===== config.mk =====
export PLATFORM = sky130hd
export DESIGN_NAME = sitda_ctrl
export DESIGN_NICKNAME = d
export VERILOG_FILES = /design/src/hdl/sitda_pkg.sv /design/src/hdl/sitda_ctrl.sv
export SDC_FILE = /design/constraint.sdc
export NUM_CORES = 1
export LEC_CHECK = 0
export BUFFER_PORTS_ARGS = -buffer_cell sky130_fd_sc_hd__buf_4
export CORE_AREA = 2 2 39 41
export DETAILED_ROUTE_END_ITERATION = 10
export DIE_AREA = 0 0 41 43
export HOLD_SLACK_MARGIN = 0.1
export PLACE_DENSITY = 0.49
export SLEW_MARGIN = 0
export SYNTH_ARGS = -nofsm -noshare
export SYNTH_HDL_FRONTEND = slang
export SYNTH_SLANG_ARGS = --single-unit
export TNS_END_PERCENT = 10

===== constraint.sdc =====
create_clock -name clk -period 4.3 [get_ports clk]
set_clock_uncertainty 0.15 [all_clocks]
set_input_delay 0.645 -clock clk [delete_from_list [all_inputs] [get_ports clk]]
set_output_delay 0.645 -clock clk [all_outputs]
set_load 0.005 [all_outputs]

===== src/hdl/sitda_pkg.sv =====
`timescale 1ns / 1ps
`default_nettype none
// ----------------------------------------------------------------------------
// sitda_pkg
// Shared constants and controller/datapath command and status types for the
// signed integer to decimal ASCII converter.
// ----------------------------------------------------------------------------
package sitda_pkg;

	localparam int VALUE_W    = 32;
	localparam int CHAR_W     = 8;
	localparam int DIGIT_W    = 4;
	localparam int MAX_DIGITS = 10;
	localparam int IDX_W      = $clog2(MAX_DIGITS);

	localparam logic [VALUE_W-1:0] DIGIT_BASE = 32'd10;
	localparam logic [CHAR_W-1:0]  CHAR_ZERO  = 8'h30;
	localparam logic [CHAR_W-1:0]  CHAR_MINUS = 8'h2D;

	// floor(x / 10) == (x * RECIP_TEN) >> RECIP_SHIFT for every 32-bit x
	localparam logic [VALUE_W-1:0] RECIP_TEN   = 32'hCCCC_CCCD;
	localparam int                 RECIP_SHIFT = 35;

	typedef struct packed {
		logic load;        // capture a new value, take its magnitude
		logic div_step;    // peel off one decimal digit
		logic emit_sign;   // load '-' into the output register
		logic emit_digit;  // load the current digit into the output register
	} sitda_cmd_t;

	typedef struct packed {
		logic neg;         // captured value was negative
		logic mag_small;   // remaining magnitude is a single digit
		logic idx_zero;    // digit pointer at the least significant digit
	} sitda_status_t;

endpackage
`default_nettype wire


===== src/hdl/sitda_ctrl.sv =====
`timescale 1ns / 1ps
`default_nettype none
// ----------------------------------------------------------------------------
// sitda_ctrl
// Sequencer: accept, divide out digits, stream '-' if negative, then digits.
// ----------------------------------------------------------------------------
module sitda_ctrl
	import sitda_pkg::*;
(
	input  wire logic           clk,
	input  wire logic           arst_n,
	input  wire logic           in_valid,
	output logic                in_ready,
	output logic                out_valid,
	input  wire logic           out_ready,
	output sitda_cmd_t          cmd,
	input  wire sitda_status_t  status
);

	typedef enum logic [1:0] {
		S_IDLE,
		S_DIV,
		S_SIGN,
		S_DIGIT
	} state_t;

	state_t  state_q;
	logic    out_valid_q;
	logic    out_free;

	assign out_free = !out_valid_q || out_ready;

	always_comb begin
		cmd            = '0;
		cmd.load       = (state_q == S_IDLE) && in_valid;
		cmd.div_step   = (state_q == S_DIV);
		cmd.emit_sign  = (state_q == S_SIGN) && out_free;
		cmd.emit_digit = (state_q == S_DIGIT) && out_free;
	end

	always_ff @(posedge clk or negedge arst_n) begin
		if (!arst_n) begin
			state_q     <= S_IDLE;
			out_valid_q <= 1'b0;
		end else begin
			if (cmd.emit_sign || cmd.emit_digit)
				out_valid_q <= 1'b1;
			else if (out_ready)
				out_valid_q <= 1'b0;

			unique case (state_q)
				S_IDLE: begin
					if (in_valid)
						state_q <= S_DIV;
				end
				S_DIV: begin
					if (status.mag_small)
						state_q <= status.neg ? S_SIGN : S_DIGIT;
				end
				S_SIGN: begin
					if (out_free)
						state_q <= S_DIGIT;
				end
				S_DIGIT: begin
					if (out_free && status.idx_zero)
						state_q <= S_IDLE;
				end
				default: state_q <= S_IDLE;
			endcase
		end
	end

	assign in_ready  = (state_q == S_IDLE);
	assign out_valid = out_valid_q;

endmodule
`default_nettype wire


==> metrics.md <==
| Metric | Value |
|---|---|
| Final ANT Viol Nets | `0` |
| Worst Tran Pin Value | `around 0.22 ns` |
| Num CTS Buffers | `3` |
| Post-CTS setup buffers | `0` |
| Synthesized area | `~270 sq um` |
| Status | `finished, final reports clean` |
| Non-Filler Instances | `56` |
| Hold Vio Cnt, Final | `0` |
| P&R area growth vs syn | `54.42%` |
| Core area | `1384 sq um` |
| Crit-path leading delay family | `flip-flops` |
| Post-Route Setup TNS | `0 ns` |
| Max_slew headroom | `0.8548` |
| Wire per inst | `9.554 um` |
| Synth Net Count | `34` |
| Die Width | `41 um` |
| WP data arrival | `roughly 1.3 ns` |
| Max Cap Viol | `0` |
| DRT iter0 DRCs | `5` |
| CP max-delay cell | `dfrtp_1` |
| Worst-path maximum fanout | `4` |
| N_diodes | `0` |
| Leak | `0.0002114 uW` |
| Placed cell area | `379.1 sq um` |
| Die height | `approximately 43 um` |
| Setup slack, reg-to-reg | `~2.7 ns` |
| First-pass GRT wire length | `848 um` |
| Share of layout cells above drive strength 1 | `0.5000` |
| FP Rows | `14` |
| Crit start category | `register` |
| Mapped Avg Cell Area | `11.70 sq um` |
| Clk_lat worst skew | `about 0.23 ns` |
| Clock Sink Count | `3` |
| Peak Freq | `483.7 MHz` |
| Seq/Total Area, Yosys | `0.2791` |
| DR pass1 iterations | `3` |
| Final Setup Violations | `0` |
| Initial antenna violation count | `0` |
| Gr ovfl total | `0` |
| Minimum clock period | `2.067 ns` |
| Residual DRC | `0` |
| I/O pin count | `13` |
| Placed cells | `51` |
| CTS max path bufs | `2` |
| Synth unique cells | `14` |
| Vias in the first global route | `234` |
| Initial Util | `0.1944` |
| Vias after detailed routing | `roughly 220` |
| VDD IR max | `0.0002529 V` |
| Clock-pin slew on the worst setup and hold paths | `~0.040 ns` |
| Root buffer selected by CTS | `clkbuf_4` |
| Fin area | `a little over 400 sq um` |
| P per Cell Area | `715.9 nW/um^2` |
| CTS H-tree lvls | `1` |
| Period utilization | `0.4808` |
| Worst-path cell chain | `inv_1 -> ha_1 -> and2_1 -> buf_4` |
| WL final | `535 um` |
| Hold Path Class | `reg2reg` |
| Largest net degree at the start of global routing | `6` |
| Post-Syn Instances | `23` |
| WP buf/inv | `2` |
| GRT Total Usage | `0.07638` |
| Most common cell after layout, fill and taps aside | `buf_4` |
| CP endpoint kind | `output port` |
| Synth warn | `0` |
| RSZ-0062 raised after global routing | `false` |
| NumNets Final | `52` |
| Required time of the critical path | `3.50 ns` |
| Setup CP Type | `reg2out` |
| Max-slew violation count | `0` |
| Die Area | `around 1800 sq um` |
| RD Place Congestion | `between 0.6 and 0.7` |
| Commonest cells after routing, fill and taps aside | `12 x buf_4, 4 x ha_1, 3 x and2_1, 3 x clkbuf_4, 3 x dfrtp_1` |
| Seq cells post-synth | `3` |
| PortBufs | `12` |
| Avg Vias per Cell | `3.964` |
| Slowest stage delay, CP | `0.40 ns` |
| CTS tree | `built` |
==> worst paths after layout <==
kind	from	endpoint	cells past startpoint
min in group asynchronous	arst_n	out_valid	2
hold reg to reg	out_valid	out_valid	2
max in group asynchronous	arst_n	state_q[0]	2
setup / recovery	state_q[0]	cmd[3]	4
hold / removal	out_valid	out_valid	2
setup reg to reg	state_q[0]	state_q[1]	5
==> metal layers <==
layer | wire length (um) | up-vias | global-route usage
li1 | - | 112 | -
met1 | 235 | 99 | 0.07419
met2 | 250 | 11 | 0.1188
met3 | 49 | 0 | 0.01571
met4 | 0 | 0 | 0.08000
met5 | 0 | - | 0
==> flip-flops by register name, summed over array words and instances (netlist names) <==
signal	count
out_valid	1
state_q	2
==> metrics by stage <==
stage | total power, uW | hold slack [ns] | setup WS (ns) | util
after floorplan | 186.0 | 0.1994 | 2.562 | -
after global placement | 243.7 | 0.2847 | 2.327 | 0.2740
after detailed placement | 249.0 | 0.2871 | 2.324 | 0.2740
after CTS | 302.8 | 0.4084 | 2.225 | 0.3002
after global routing | 323.1 | 0.4339 | 2.163 | 0.3002
final | 297.4 | 0.4049 | 2.233 | 0.3002
==> synthesized netlist by cell type <==
cell,count,area (sq um)
and2_1,3,18.77
nor2_4,1,11.26
mux2_4,1,15.01
and3b_1,1,8.760
dfrtp_1,3,75.07
nand2b_4,1,13.76
inv_1,2,7.510
mux2i_1,1,10.01
nand2b_1,2,12.51
o2111ai_4,1,26.28
ha_1,4,50.05
a211oi_1,1,7.510
nand2b_2,1,8.760
nand2_1,1,3.750
==> power breakdown <==
| part | internal, uW | switching [uW] | total [uW] | leakage [uW] |
|---|---|---|---|---|
| registers | 44.4 | 17.5 | 61.9 | 0.0000346 |
| logic | 105 | 81.1 | 186 | 0.000162 |
| clock network | 34.8 | 14.3 | 49.1 | 0.0000150 |
==> what timing repair did <==
action                    in CTS  in global routing
hold endpoints to repair       3                  0
gates resized for setup        0                  0
hold buffers                   1                  0
==> worst reg2reg max path: stages, from the launching register on <==
cell and delay, ns:
dfrtp_1 0.41, inv_1 0.14, ha_1 0.23, nor2_4 0.06, o2111ai_4 0.21, mux2_4 0.32
==> cell type report <==
class	count	area, sq um
Sequential cell	3	75.07
Tap cell	16	20.02
Inverter	2	7.507
Multi-Input combinational cell	18	186.4
Fill cell	151	968.4
Timing Repair Buffer	13	100.1
Clock buffer	4	26.28
==> cell families after synthesis <==
kind of cell,synth area share
AOI/OAI and AO/OA,0.1256
adders and majority gates,0.1861
buffers and inverters,0.02792
DFF,0.2791
muxes,0.09301
and+or+nand+nor,0.2884
No activity file was read; power rests on OpenSTA's default activity.
